<file path="src/rtl/sc2a_pkg.sv">
`default_nettype none

package sc2a_pkg;

	// Special scancodes (full byte, make only)
	localparam logic [7:0] CODE_BACKSPACE = 8'h0E;
	localparam logic [7:0] CODE_ENTER     = 8'h1C;

	// Highest key index covered by the layout table
	localparam logic [6:0] KEY_LAST_PRINTABLE = 7'd57;

	// Modifier key indexes
	localparam logic [6:0] KEY_LCTRL  = 7'd29;
	localparam logic [6:0] KEY_LSHIFT = 7'd42;
	localparam logic [6:0] KEY_RSHIFT = 7'd54;
	localparam logic [6:0] KEY_LALT   = 7'd56;

	// Modifier bit positions
	localparam int unsigned MOD_SHIFT = 0;
	localparam int unsigned MOD_CTRL  = 1;
	localparam int unsigned MOD_ALT   = 3;

	// Event kinds
	localparam logic [1:0] EV_ECHO    = 2'd0;
	localparam logic [1:0] EV_ERASE   = 2'd1;
	localparam logic [1:0] EV_NEWLINE = 2'd2;

	localparam logic [6:0] ASCII_UPPER_A = 7'h41;
	localparam logic [6:0] ASCII_UPPER_Z = 7'h5A;
	localparam logic [6:0] ASCII_CASE_OFS = 7'h20;

	typedef struct packed {
		logic [7:0] scan_code;
	} scan_item_t;

	typedef struct packed {
		logic [1:0] event_kind;
		logic [6:0] char_code;
		logic [3:0] modifier_bits;
		logic       last_of_run;
	} event_item_t;

	// US layout, set 1; zero marks a non-printable key
	function automatic logic [6:0] key_char(input logic [6:0] key);
		logic [6:0] c;
		case (key)
			7'd2:  c = 7'h31; // 1
			7'd3:  c = 7'h32;
			7'd4:  c = 7'h33;
			7'd5:  c = 7'h34;
			7'd6:  c = 7'h35;
			7'd7:  c = 7'h36;
			7'd8:  c = 7'h37;
			7'd9:  c = 7'h38;
			7'd10: c = 7'h39;
			7'd11: c = 7'h30; // 0
			7'd12: c = 7'h2D; // -
			7'd13: c = 7'h3D; // =
			7'd16: c = 7'h51; // Q
			7'd17: c = 7'h57;
			7'd18: c = 7'h45;
			7'd19: c = 7'h52;
			7'd20: c = 7'h54;
			7'd21: c = 7'h59;
			7'd22: c = 7'h55;
			7'd23: c = 7'h49;
			7'd24: c = 7'h4F;
			7'd25: c = 7'h50; // P
			7'd26: c = 7'h5B; // [
			7'd27: c = 7'h5D; // ]
			7'd30: c = 7'h41; // A
			7'd31: c = 7'h53;
			7'd32: c = 7'h44;
			7'd33: c = 7'h46;
			7'd34: c = 7'h47;
			7'd35: c = 7'h48;
			7'd36: c = 7'h4A;
			7'd37: c = 7'h4B;
			7'd38: c = 7'h4C; // L
			7'd39: c = 7'h3B; // ;
			7'd40: c = 7'h27; // quote
			7'd41: c = 7'h60; // backtick
			7'd43: c = 7'h5C; // backslash
			7'd44: c = 7'h5A; // Z
			7'd45: c = 7'h58;
			7'd46: c = 7'h43;
			7'd47: c = 7'h56;
			7'd48: c = 7'h42;
			7'd49: c = 7'h4E;
			7'd50: c = 7'h4D; // M
			7'd51: c = 7'h2C; // ,
			7'd52: c = 7'h2E; // .
			7'd53: c = 7'h2F; // /
			7'd57: c = 7'h20; // space
			default: c = 7'h00;
		endcase
		return c;
	endfunction

endpackage

`default_nettype wire

</file>
<file path="src/rtl/sc2a_scan_if.sv">
`default_nettype none

interface sc2a_scan_if;
	logic                   valid;
	logic                   ready;
	sc2a_pkg::scan_item_t   payload;

	modport source (output valid, output payload, input ready);
	modport sink   (input valid, input payload, output ready);
endinterface

`default_nettype wire

</file>
<file path="src/rtl/sc2a_event_if.sv">
`default_nettype none

interface sc2a_event_if;
	logic                   valid;
	logic                   ready;
	sc2a_pkg::event_item_t  payload;

	modport source (output valid, output payload, input ready);
	modport sink   (input valid, input payload, output ready);
endinterface

`default_nettype wire

</file>
<file path="src/rtl/scancode_to_ascii_line_editor.sv">
`default_nettype none

// Channel   | Dir | Payload                                        | Items
// ----------+-----+------------------------------------------------+-----------------
// scan_in   | in  | scan_code[7:0]                                 | one per scancode
// event_out | out | event_kind[1:0] char_code[6:0] modifier_bits[3:0] last_of_run | 0..2 per scancode
//
// Decode is combinational: a scancode accepted at an edge updates the state and has its
// events queued at that same edge, and on event_out in the next cycle if the queue was empty.
// The queue holds four events; scan_in is ready while at least two slots are free, so a
// new scancode can be taken every cycle as long as event_out drains and no scancode makes two events.
// arst_n clears the modifier bits, the line length and the queue; queue contents need no reset.
// A stall on event_out backs up into scan_in only once the queue is more than half full.

module scancode_to_ascii_line_editor #(
	parameter int unsigned LINE_LIMIT = 255
) (
	input  wire logic         clk,
	input  wire logic         arst_n,
	sc2a_scan_if.sink         scan_in,
	sc2a_event_if.source      event_out
);

	localparam int unsigned QDEPTH = 4;
	localparam int unsigned PTR_W  = $clog2(QDEPTH);
	localparam int unsigned CNT_W  = PTR_W + 1;

	// Architectural state
	logic [3:0] mod_q;
	logic [7:0] len_q;

	// Output queue
	sc2a_pkg::event_item_t queue_q [QDEPTH];
	logic [PTR_W-1:0] wr_ptr_q;
	logic [PTR_W-1:0] rd_ptr_q;
	logic [CNT_W-1:0] cnt_q;

	logic       accept;
	logic       pop;
	logic [7:0] code;
	logic [6:0] key;
	logic       released;
	logic [6:0] ch;
	logic       have_flush;
	logic       have_main;
	logic [1:0] main_kind;
	logic [6:0] main_char;
	logic [3:0] mod_d;
	logic [7:0] len_d;
	logic [1:0] n_push;
	sc2a_pkg::event_item_t slot0;
	sc2a_pkg::event_item_t slot1;

	// Room for the worst case of two events
	assign scan_in.ready = (cnt_q <= CNT_W'(QDEPTH - 2));
	assign accept        = scan_in.valid && scan_in.ready;

	assign event_out.valid   = (cnt_q != '0);
	assign event_out.payload = queue_q[rd_ptr_q];
	assign pop               = event_out.valid && event_out.ready;

	assign code     = scan_in.payload.scan_code;
	assign key      = code[6:0];
	assign released = code[7];
	assign ch       = sc2a_pkg::key_char(key);

	// Decode one scancode against the current state
	always_comb begin
		have_flush = 1'b0;
		have_main  = 1'b0;
		main_kind  = sc2a_pkg::EV_ECHO;
		main_char  = '0;
		mod_d      = mod_q;
		len_d      = len_q;

		if (code == sc2a_pkg::CODE_BACKSPACE) begin
			if (len_q != '0) begin
				len_d     = len_q - 8'd1;
				have_main = 1'b1;
				main_kind = sc2a_pkg::EV_ERASE;
			end
		end else if (code == sc2a_pkg::CODE_ENTER) begin
			len_d     = '0;
			have_main = 1'b1;
			main_kind = sc2a_pkg::EV_NEWLINE;
		end else begin
			// Full line is flushed before anything else
			if (len_q == 8'(LINE_LIMIT)) begin
				have_flush = 1'b1;
				len_d      = '0;
			end
			if (ch == '0) begin
				case (key)
					sc2a_pkg::KEY_LCTRL:  mod_d[sc2a_pkg::MOD_CTRL]  = !released;
					sc2a_pkg::KEY_LSHIFT,
					sc2a_pkg::KEY_RSHIFT: mod_d[sc2a_pkg::MOD_SHIFT] = !released;
					sc2a_pkg::KEY_LALT:   mod_d[sc2a_pkg::MOD_ALT]   = !released;
					default: ;
				endcase
			end else if (!released) begin
				have_main = 1'b1;
				main_kind = sc2a_pkg::EV_ECHO;
				main_char = ch;
				// Letters lowercase unless shift is held
				if (!mod_q[sc2a_pkg::MOD_SHIFT] && ch >= sc2a_pkg::ASCII_UPPER_A &&
				    ch <= sc2a_pkg::ASCII_UPPER_Z) begin
					main_char = ch + sc2a_pkg::ASCII_CASE_OFS;
				end
				len_d = len_d + 8'd1;
			end
		end
	end

	// Pack events into queue order: flush newline first, then the main event
	always_comb begin
		n_push = {1'b0, have_flush} + {1'b0, have_main};

		slot0.event_kind    = have_flush ? sc2a_pkg::EV_NEWLINE : main_kind;
		slot0.char_code     = have_flush ? 7'd0 : main_char;
		slot0.modifier_bits = mod_d;
		slot0.last_of_run   = (n_push == 2'd1);

		slot1.event_kind    = main_kind;
		slot1.char_code     = main_char;
		slot1.modifier_bits = mod_d;
		slot1.last_of_run   = 1'b1;
	end

	always_ff @(posedge clk or negedge arst_n) begin
		if (!arst_n) begin
			mod_q <= '0;
			len_q <= '0;
		end else if (accept) begin
			mod_q <= mod_d;
			len_q <= len_d;
		end
	end

	always_ff @(posedge clk) begin
		if (accept && n_push != 2'd0) begin
			queue_q[wr_ptr_q] <= slot0;
		end
		if (accept && n_push == 2'd2) begin
			queue_q[wr_ptr_q + PTR_W'(1)] <= slot1;
		end
	end

	always_ff @(posedge clk or negedge arst_n) begin
		if (!arst_n) begin
			wr_ptr_q <= '0;
			rd_ptr_q <= '0;
			cnt_q    <= '0;
		end else begin
			if (accept) begin
				wr_ptr_q <= wr_ptr_q + PTR_W'(n_push);
			end
			if (pop) begin
				rd_ptr_q <= rd_ptr_q + PTR_W'(1);
			end
			cnt_q <= cnt_q + (accept ? CNT_W'(n_push) : CNT_W'(0)) - CNT_W'(pop);
		end
	end

endmodule

`default_nettype wire

</file>
<file path="src/flat_wrapper.sv">
// flat-port wrapper written by rule: the top's interface ports become plain ports
module scancode_to_ascii_line_editor_flat 
#(
	parameter int unsigned LINE_LIMIT = 255
)
  (clk, arst_n, scan_in_valid, scan_in_payload, scan_in_ready, event_out_valid, event_out_payload, event_out_ready);
  sc2a_scan_if scan_in_i ();
  sc2a_event_if event_out_i ();
  input  wire logic clk;
  input  wire logic arst_n;
  input wire logic [$bits(scan_in_i.valid)-1:0] scan_in_valid;
  input wire logic [$bits(scan_in_i.payload)-1:0] scan_in_payload;
  output wire logic [$bits(scan_in_i.ready)-1:0] scan_in_ready;
  output wire logic [$bits(event_out_i.valid)-1:0] event_out_valid;
  output wire logic [$bits(event_out_i.payload)-1:0] event_out_payload;
  input wire logic [$bits(event_out_i.ready)-1:0] event_out_ready;
  assign scan_in_i.valid = scan_in_valid;
  assign scan_in_i.payload = scan_in_payload;
  assign scan_in_ready = scan_in_i.ready;
  assign event_out_valid = event_out_i.valid;
  assign event_out_payload = event_out_i.payload;
  assign event_out_i.ready = event_out_ready;
  scancode_to_ascii_line_editor #(.LINE_LIMIT(LINE_LIMIT)) u_core (.clk(clk), .arst_n(arst_n), .scan_in(scan_in_i), .event_out(event_out_i));
endmodule
</file>
<file path="config.mk">
export PLATFORM = sky130hd
export DESIGN_NAME = scancode_to_ascii_line_editor_flat
export DESIGN_NICKNAME = d
export VERILOG_FILES = /design/src/rtl/sc2a_pkg.sv /design/src/rtl/sc2a_scan_if.sv /design/src/rtl/sc2a_event_if.sv /design/src/rtl/scancode_to_ascii_line_editor.sv /design/src/flat_wrapper.sv
export SDC_FILE = /design/constraint.sdc
export NUM_CORES = 1
export LEC_CHECK = 0
export BUFFER_PORTS_ARGS = -buffer_cell sky130_fd_sc_hd__buf_2
export CORE_ASPECT_RATIO = 2
export CORE_MARGIN = 3
export CORE_UTILIZATION = 50
export DETAILED_ROUTE_END_ITERATION = 8
export PLACE_DENSITY = 0.7
export SLEW_MARGIN = 20
export SYNTH_ARGS = -nofsm -noshare
export SYNTH_HDL_FRONTEND = slang
export SYNTH_SLANG_ARGS = --single-unit
</file>
<file path="constraint.sdc">
create_clock -name clk -period 3 [get_ports clk]
set_clock_uncertainty 0.15 [all_clocks]
set_input_delay 0.45 -clock clk [delete_from_list [all_inputs] [get_ports clk]]
set_output_delay 0.45 -clock clk [all_outputs]
set_load 0.02 [all_outputs]
</file>
== Word level (Yosys, flattened, before mapping) ==
Memories as Yosys holds them, arrays and structs flattened.
Cells that the tools add are included.

* Bits of input ports: 12
* Flip-flop bits (word level): 18
* Bits in read-only memories: 448
* Bits in writable memories: 52
* Memories kept: 2
* Latch bits: 0

{| class="wikitable"
|+ Memories
! memory !! depth !! width !! read ports !! clocked after Yosys merged registers in !! write ports !! line !! text
|-
| (name not given) || 64 || 7 || 1 || 0 || 0 || sc2a_pkg.sv:46 || <nowiki>case (key)</nowiki>
|-
| u_core.queue_q || 4 || 13 || 1 || 0 || 2 || scancode_to_ascii_line_editor.sv:33 || <nowiki>sc2a_pkg::event_item_t queue_q [QDEPTH];</nowiki>
|}

* Mux-type cells: 41
* Divide/modulo/power cells: 0
* Reduce and logical (&&, ||, !) cells: 14
* Eq/ne operators: 10
* Multipliers: 0
* Order comparisons: 3
* Bitwise operators: 0
* Shifts and indexed selects: 0
* Add/subtract/negate cells: 9

{| class="wikitable"
|+ Operator list
! operator !! count
|-
| $mux 8 || 8
|-
| $mux 7 || 7
|-
| $eq 7x6->1 const B || 3
|-
| $mux 1 || 19
|-
| $mux 2 || 7
|-
| $add 8x1->8 const B || 1
|-
| $eq 8x4->1 const B || 1
|-
| $eq 8x5->1 const B || 1
|-
| $eq 8x8->1 const B || 1
|-
| $reduce_bool 8->1 || 1
|-
| $sub 8x1->8 const B || 1
|-
| $add 7x6->7 const B || 1
|-
| $eq 7x5->1 const B || 1
|-
| $ge 7x7->1 const B || 1
|-
| $le 7x7->1 const B || 1
|-
| $logic_not 7->1 || 1
|-
| $logic_and 1x1->1 || 6
|-
| $add 2x1->2 const B || 2
|-
| $add 3x3->3 || 1
|-
| $le 3x2->1 const B || 1
|-
| $reduce_bool 3->1 || 1
|-
| $sub 3x1->3 || 1
|-
| $add 1x1->2 || 1
|-
| $add 2x2->2 || 1
|-
| 7 further kinds || 8
|}

== Depth between registers and ports, before layout ==
Gate-level depths: netlist of run 1.
An unclocked memory read counts as a cell.

* Depth in word-level cells: 11
* Mapped depth: 17

== Worst setup path after synthesis of run 1 ==
No wires, ideal clock.

* Path type: input to register
* Start point: in scan_in_payload[0]
* End point: mem u_core.queue_q[0][10] in the netlist's numbering (enable)
* Stages on the path: 15
* Setup time: 348 ps
* Arrival time: 3,426 ps
* Slack: -923 ps
* Required time: 2,502 ps
* Cells stage by stage: clkbuf_2 > inv_1 > ha_1 > mux4_2 > o21ai_1 > a21oi_1 > nand4_1 > o21ai_0 > nor2_1 > inv_1 > ha_1 > nor3_1 > nand2_1 > and2_1 > inv_1

{| class="wikitable"
|+ RTL lines
! what !! line !! text
|-
| start, declared || flat_wrapper.sv:12 || <nowiki>input wire logic [$bits(scan_in_i.payload)-1:0] scan_in_payload;</nowiki>
|-
| end, declared || scancode_to_ascii_line_editor.sv:33 ||
|}

==> results of run 1 <==
## cells in the final DEF (no fill, tap or decap), types with 9 or more instances in the layout
master     instances
nor2_1            40
edfxtp_1          48
nor2_2            18
a211oi_2          10
ha_1               9
buf_4             86
a21oi_1           11
nor2_4            10
buf_6             14
nand2_1           24
dfrtp_1           18
nand3_1           13
o21ai_0           18
inv_1             15
ha_4               9
buf_2             21
mux4_2            14
clkbuf_16         11
## worst max-delay path: cells and delay by family
family | cells | cell delay (ns)
AOI/OAI and AO/OA | 6 | 1.44
adders and majority gates | 1 | 0.18
buffers and inverters | 4 | 0.49
and+or+nand+nor | 4 | 0.63
## report_power, final
group | internal (mW) | switching [mW] | total, mW
clock network | 0.630 | 0.398 | 1.03
logic | 0.727 | 0.866 | 1.59
registers | 1.16 | 0.180 | 1.34
## per-layer routing
layer | vias up | share of wire (%)
met3 | 61 | 3.5
met4 | 0 | 5.8
met5 | - | 0
met2 | 166 | 57
li1 | 1997 | -
met1 | 2103 | 34
## worst paths after layout
path                                      start                     to  cells after the start
max                          scan_in_payload[5]  u_core.queue_q[0][10]                     15
min                        u_core.queue_q[0][0]   u_core.queue_q[0][0]                      1
max reg2reg                     u_core.len_q[3]  u_core.queue_q[0][10]                     10
min reg2reg                u_core.queue_q[0][0]   u_core.queue_q[0][0]                      1
max in group asynchronous                arst_n        u_core.mod_q[3]                      2
min in group asynchronous                arst_n        u_core.len_q[6]                      2
## cells in the mapped netlist (4+ instances only)
master	count
nor2_1	68
edfxtp_1	48
nand2_1	34
inv_1	24
o21ai_0	24
ha_1	20
dfrtp_1	18
a211oi_1	14
a21oi_1	14
mux4_2	14
nand3_1	13
a31oi_1	10
clkbuf_1	9
nor2b_1	9
and2_1	8
buf_2	8
nand2b_1	8
nor3_1	8
mux2i_1	7
nand4_1	7
xnor2_1	7
o21a_1	5
o221ai_1	5
a21o_1	4
a32oi_1	4
and3_1	4
dfxtp_1	4
o31ai_1	4
## flip-flops by register name (all words and copies together) (netlist names)
name / cells
u_core.queue_q: 52
u_core.mod_q: 3
u_core.wr_ptr_q: 2
u_core.rd_ptr_q: 2
u_core.len_q: 8
u_core.cnt_q: 3
## cell families (layout without fill, tap and decap cells)
group / Yosys count / count (layout) / synth area share, %
adders and majority gates: 21 / 21 / 5.75
xor gates and xnor gates: 9 / 9 / 1.68
muxes: 25 / 25 / 9.24
buffers and inverters: 51 / 175 / 5.19
AOI/OAI and AO/OA: 113 / 113 / 16.9
other: 1 / 1 / 0.0798
and+or+nand+nor: 183 / 183 / 19.2
DFF: 70 / 70 / 42.0
## final cells by class
cell class              instances  area, um2
well taps                     102        128
repair inverters                3       26.3
flip-flops and latches         70       1970
clock buffers                  13        272
inverters                      26        139
fillers                       633       2400
clock inverters                 3       17.5
repair buffers                130       1060
multi-input cells             352       3060
## repair_timing
| action | in CTS | in global routing |
|---|---|---|
| hold buffers | 1 | 0 |
| gates resized for setup | 63 | 72 |
| setup buffers | 7 | 9 |
| gates cloned | 3 | 1 |
| endpoints found under the setup margin | 103 | 102 |
| hold endpoints to repair | 18 | 0 |
| pin swaps | 43 | 54 |
## per-stage QoR
step                power [mW]  hold slack, ns
finish                    3.97           0.326
global route              4.17           0.366
CTS                       3.87           0.317
detailed placement        2.79           0.271
global placement          2.74           0.265
floorplan                 2.33         0.00441
==> impl_metrics.json, run 1 <==
{
  "slowest_delay_ns": 0.39,
  "met1_usage_pct": 25.0,
  "place_congestion": 0.957,
  "post-route-period-util_pct": 106,
  "finalCriticalPeriod_ns": 3.18,
  "slew_violations": 0,
  "avgViaCountPerCell": 6.19,
  "synthCells": 473,
  "worst_ep_required_time_ns": 3.00,
  "synth_top_area_cell": "edfxtp_1",
  "crit_fanout": 11,
  "numPortBuffers": 26,
  "place_area_um2": 5700,
  "hold_violations": 0,
  "ys_warn_count": 0,
  "grt_overflow": 0,
  "post-place-cells": 663,
  "drt_iter0_markers": 269,
  "violations": "negative setup slack",
  "clock_latency_ns": 0.34,
  "cts_made_buffers": 9,
  "clkTransAtPathRegs_ns": 0.06,
  "powerDensity_nw_per_um2": 594,
  "synth_area_leaders": "edfxtp_1 (31%), dfrtp_1 (9.6%), mux4_2 (6.7%)",
  "h-tree-depth": 3,
  "synth_edf_count": 48,
  "maxCapViolCount": 0,
  "met3_usage_pct": 4.09,
  "vias": 4327,
  "antenna_left": 0,
  "routedWlPerCell_um": 19.5,
  "core_area_um2": 9070,
  "synth-seq-area-share_pct": 42.0,
  "ys_ff_latch": 70,
  "crit_slowest_cell": "a221oi_1",
  "grt_pass1_vias": 4468,
  "grtUsageMet2_pct": 45.4,
  "peakVddDrop_uv": 389,
  "finalSetupViolCount": 89,
  "die-area_um2": 10700,
  "area_growth_pct": 42.0,
  "place_hpwl_um": 9380,
  "busiest_layer": "met2",
  "fin_util_pct": 73.6,
  "max_slew_margin_pct": 53.7,
  "dp_slack_ns": -0.643,
  "drc": 0,
  "dieWidth_um": 74.6,
  "tightest_slew_ns": 0.694,
  "worst_slack_ns": -0.178,
  "synth_area_um2": 4700,
  "fmax_mhz": 315,
  "cp-end-kind": "register",
  "syn-mean-instance-area_um2": 9.94,
  "cts_buffer_depth": 2,
  "drive_above_1_share_pct": 46.6,
  "instances_no_fill": 699,
  "critPathLaunchType": "input pin",
  "firstDrtPassIters": 6,
  "start_util_pct": 51.8,
  "postLayoutCellArea_um2": 6670,
  "netlist-cell-type-count": 77,
  "cts_tree": "done",
  "syn_nets": 506,
  "criticalPathCategory": "input pin to register",
  "grt_antenna_before_repair": 0,
  "final_nets": 625,
  "grt_pass1_wl_um": 20600,
  "worstPathArrival_ns": 3.18,
  "ys.flop_type": "edfxtp_1",
  "reg2reg_slack_ns": 0.10,
  "grt_max_degree": 21,
  "clockRootBuffer": "clkbuf_16",
  "synthArstFlopShare_pct": 25.7,
  "row_count": 49,
  "p_leak_nw": 2.55,
  "cts.sinks": 70,
  "tns_ns": -7.41,
  "antennaDiodeCount": 0,
  "grt_use_total_pct": 25.2,
  "cp_cell_sequence": "buf_2 > buf_6 > clkinvlp_4 > a221oi_1 > o211a_1 > o21ba_2 > nand4_1 > o21ai_2 > nor2_4 > inv_2 > ha_4 > nor3_4 > nand2_2 > o21a_4 > a211oi_2",
  "yosysTopAreaCellShare_pct": 30.7,
  "status": "complete, but fails checks",
  "die_h_um": 143,
  "hold_class": "register to register",
  "ios": 28,
  "wl_um": 13600,
  "rsz0062_at_grt": "true"
}
(Power assumes the default switching activity.)
==> run 2: changes to the inputs <==
--- a/config.mk
+++ b/config.mk
@@ -10,7 +10,7 @@
 export CORE_MARGIN = 3
 export CORE_UTILIZATION = 50
 export DETAILED_ROUTE_END_ITERATION = 8
-export PLACE_DENSITY = 0.7
+export PLACE_DENSITY = 0.68
 export SLEW_MARGIN = 20
 export SYNTH_ARGS = -nofsm -noshare
 export SYNTH_HDL_FRONTEND = slang
==> constraint.sdc (replaced) <==
create_clock -name clk -period 4 [get_ports clk]
set_clock_uncertainty 0.15 [all_clocks]
set_input_delay 0.6 -clock clk [delete_from_list [all_inputs] [get_ports clk]]
set_output_delay 0.6 -clock clk [all_outputs]
set_load 0.02 [all_outputs]
==> run 2 against run 1 <==
Wire length shrank 18%. Global-route usage shrank 2.5 points. Final cell count shrank 9.0%. Die area is the same. Combinational power shrank 42%. Worst hold slack lost 0.27 ns. The flow now finishes without violations. Critical path depth is the same. Utilization shrank 13 points. Sequential cell count is the same. Sequential power shrank 23%. Setup slack gained 0.52 ns.
==> impl_metrics.json, run 2 (synthesis results as in run 1) <==
{
  "status": "finished, final reports clean",
  "place_hpwl_um": 8700,
  "wl_um": 11200,
  "top_regs": "u_core.queue_q x52, u_core.len_q x8",
  "layout_commonest_cell": "nor2_1",
  "intPower_mw": 1.77,
  "top_layer": "met4",
  "grt_antenna_before_repair": 0,
  "final_nets": 562,
  "grt_max_degree": 30,
  "hold_violations": 0,
  "crit_fanout": 7,
  "holdBufCountCts": 0,
  "ios": 28,
  "place_congestion": 0.920,
  "antenna_left": 0,
  "met1_length_um": 4170,
  "slowest_delay_ns": 0.39,
  "worstPathArrival_ns": 3.72,
  "firstDrtPassIters": 6,
  "p_leak_nw": 2.13,
  "largest_reg_flops": 52,
  "regMostFlops": "u_core.queue_q",
  "cts_tree": "done",
  "h-tree-depth": 3,
  "cts_buffer_depth": 2,
  "drive_above_1_share_pct": 22.5,
  "dieWidth_um": 74.6,
  "row_count": 49,
  "p_seq_share_pct": 37.9,
  "critPathLaunchType": "input pin",
  "hold_class": "input pin to asynchronous set/reset pin",
  "fillCellCount": 778,
  "tns_ns": 0,
  "tightest_slew_ns": 0.923,
  "finalSetupViolCount": 0,
  "post_cts_resized": 0,
  "rsz0062_at_grt": "false",
  "routedWlPerCell_um": 17.7,
  "dp_slack_ns": -0.229,
  "crit_slowest_cell": "ha_1",
  "maxCapViolCount": 0,
  "avgViaCountPerCell": 6.07,
  "wl_met3_um": 293,
  "comb_power_share_pct": 33.7,
  "cts_made_buffers": 9,
  "cp_common_cell": "ha_1",
  "most-common-layout-cells": "nor2_1 (68), edfxtp_1 (48), buf_4 (41), nand2_1 (34), buf_2 (26)",
  "cts_setup_buffers": 0,
  "die_h_um": 143,
  "grt_use_total_pct": 22.7,
  "worst-path-stages": 15,
  "numPortBuffers": 26,
  "reg2reg_depth": 11,
  "clockRootBuffer": "clkbuf_16",
  "cp-end-kind": "register",
  "antennaDiodeCount": 0,
  "drt_iter0_markers": 215,
  "postLayoutCellArea_um2": 5480,
  "cts.sinks": 70,
  "vias": 3863,
  "cpLargestDelayFamily": "adder cells",
  "finalCriticalPeriod_ns": 3.66,
  "criticalPathCategory": "input pin to register",
  "slew_violations": 0,
  "met2_length_um": 6470,
  "worst_slack_ns": 0.344,
  "start_util_pct": 51.8,
  "core_area_um2": 9070,
  "peakVddDrop_uv": 228,
  "path_buf_inv": 2,
  "powerDensity_nw_per_um2": 498,
  "max_slew_margin_pct": 38.5,
  "die-area_um2": 10700,
  "p_sw_mw": 0.955,
  "drc": 0,
  "power_frac_clock_pct": 28.5,
  "fmax_mhz": 274,
  "cp_cell_sequence": "buf_2 > inv_1 > ha_1 > nand2b_1 > a21oi_1 > o311a_1 > a21oi_1 > nand4_1 > o21ai_1 > nor2_1 > ha_1 > and3_1 > ha_1 > fa_1 > xnor2_1",
  "grt_pass1_wl_um": 18600,
  "grt_overflow": 0,
  "swShare_pct": 35.0,
  "clock_latency_ns": 0.33,
  "grt_pass1_vias": 3887,
  "area_growth_pct": 16.6,
  "place_area_um2": 5180,
  "worst_ep_required_time_ns": 4.06,
  "clkTransAtPathRegs_ns": 0.06,
  "post-route-period-util_pct": 91.4
}
## run 2: cell count changes in the layout (fill, tap and decap cells not counted), moves of 9 or more
cell,before,now
ha_4,9,0
buf_4,86,41
a211oi_1,5,14
nor2_1,40,68
ha_1,9,20
nor2_2,18,0
buf_6,14,0
a211oi_2,10,1
nand2_1,24,34
nor2_4,10,0
## run 2: stage by stage
stage,power (mW),hold WS [ns],cells,util (%)
5_1_grt,2.88,0.0898,636,60.4
2_1_floorplan,1.69,0.154,473,-
3_5_place_dp,1.98,0.317,620,57.1
6_report,2.73,0.0546,636,60.4
3_3_place_gp,1.94,0.302,620,57.1
4_1_cts,2.75,0.0678,636,60.3
## run 2: final timing paths
kind | start | slack [ns] | endpoint
worst max-delay path | scan_in_payload[0] | 0.34 | u_core.cnt_q[2]
worst min-delay path | arst_n | 0.05 | u_core.len_q[1]
worst max register to register | u_core.len_q[2] | 0.93 | u_core.queue_q[0][1]
worst min register to register | u_core.queue_q[2][0] | 0.32 | u_core.queue_q[2][0]
max in group asynchronous | arst_n | 3.34 | u_core.rd_ptr_q[0]
min in group clk | u_core.queue_q[2][0] | 0.32 | u_core.queue_q[2][0]
## run 2: layout make-up
type	count	area, um2	share of cell area, %
Timing Repair Buffer	70	498	9.08
Tap cell	102	128	2.33
Clock inverter	6	62.6	1.14
Clock buffer	10	229	4.18
Multi-Input combinational cell	352	2490	45.5
Sequential cell	70	1970	36.0
Inverter	26	97.6	1.78
## run 2: power by group through the flow
stage	clock (mW)	combinational (mW)	sequential [mW]
2_1_floorplan	0	0.759	0.931
3_3_place_gp	0	0.902	1.04
3_5_place_dp	0	0.926	1.05
4_1_cts	0.787	0.928	1.04
5_1_grt	0.809	1.02	1.06
6_report	0.777	0.918	1.03
## run 2: routing by layer
| metal | vias to the layer above | global-route usage (%) |
|---|---|---|
| met2 | 95 | 43.6 |
| li1 | 1866 | - |
| met3 | 26 | 2.75 |
| met5 | - | 0 |
| met4 | 0 | 8.82 |
| met1 | 1876 | 23.9 |
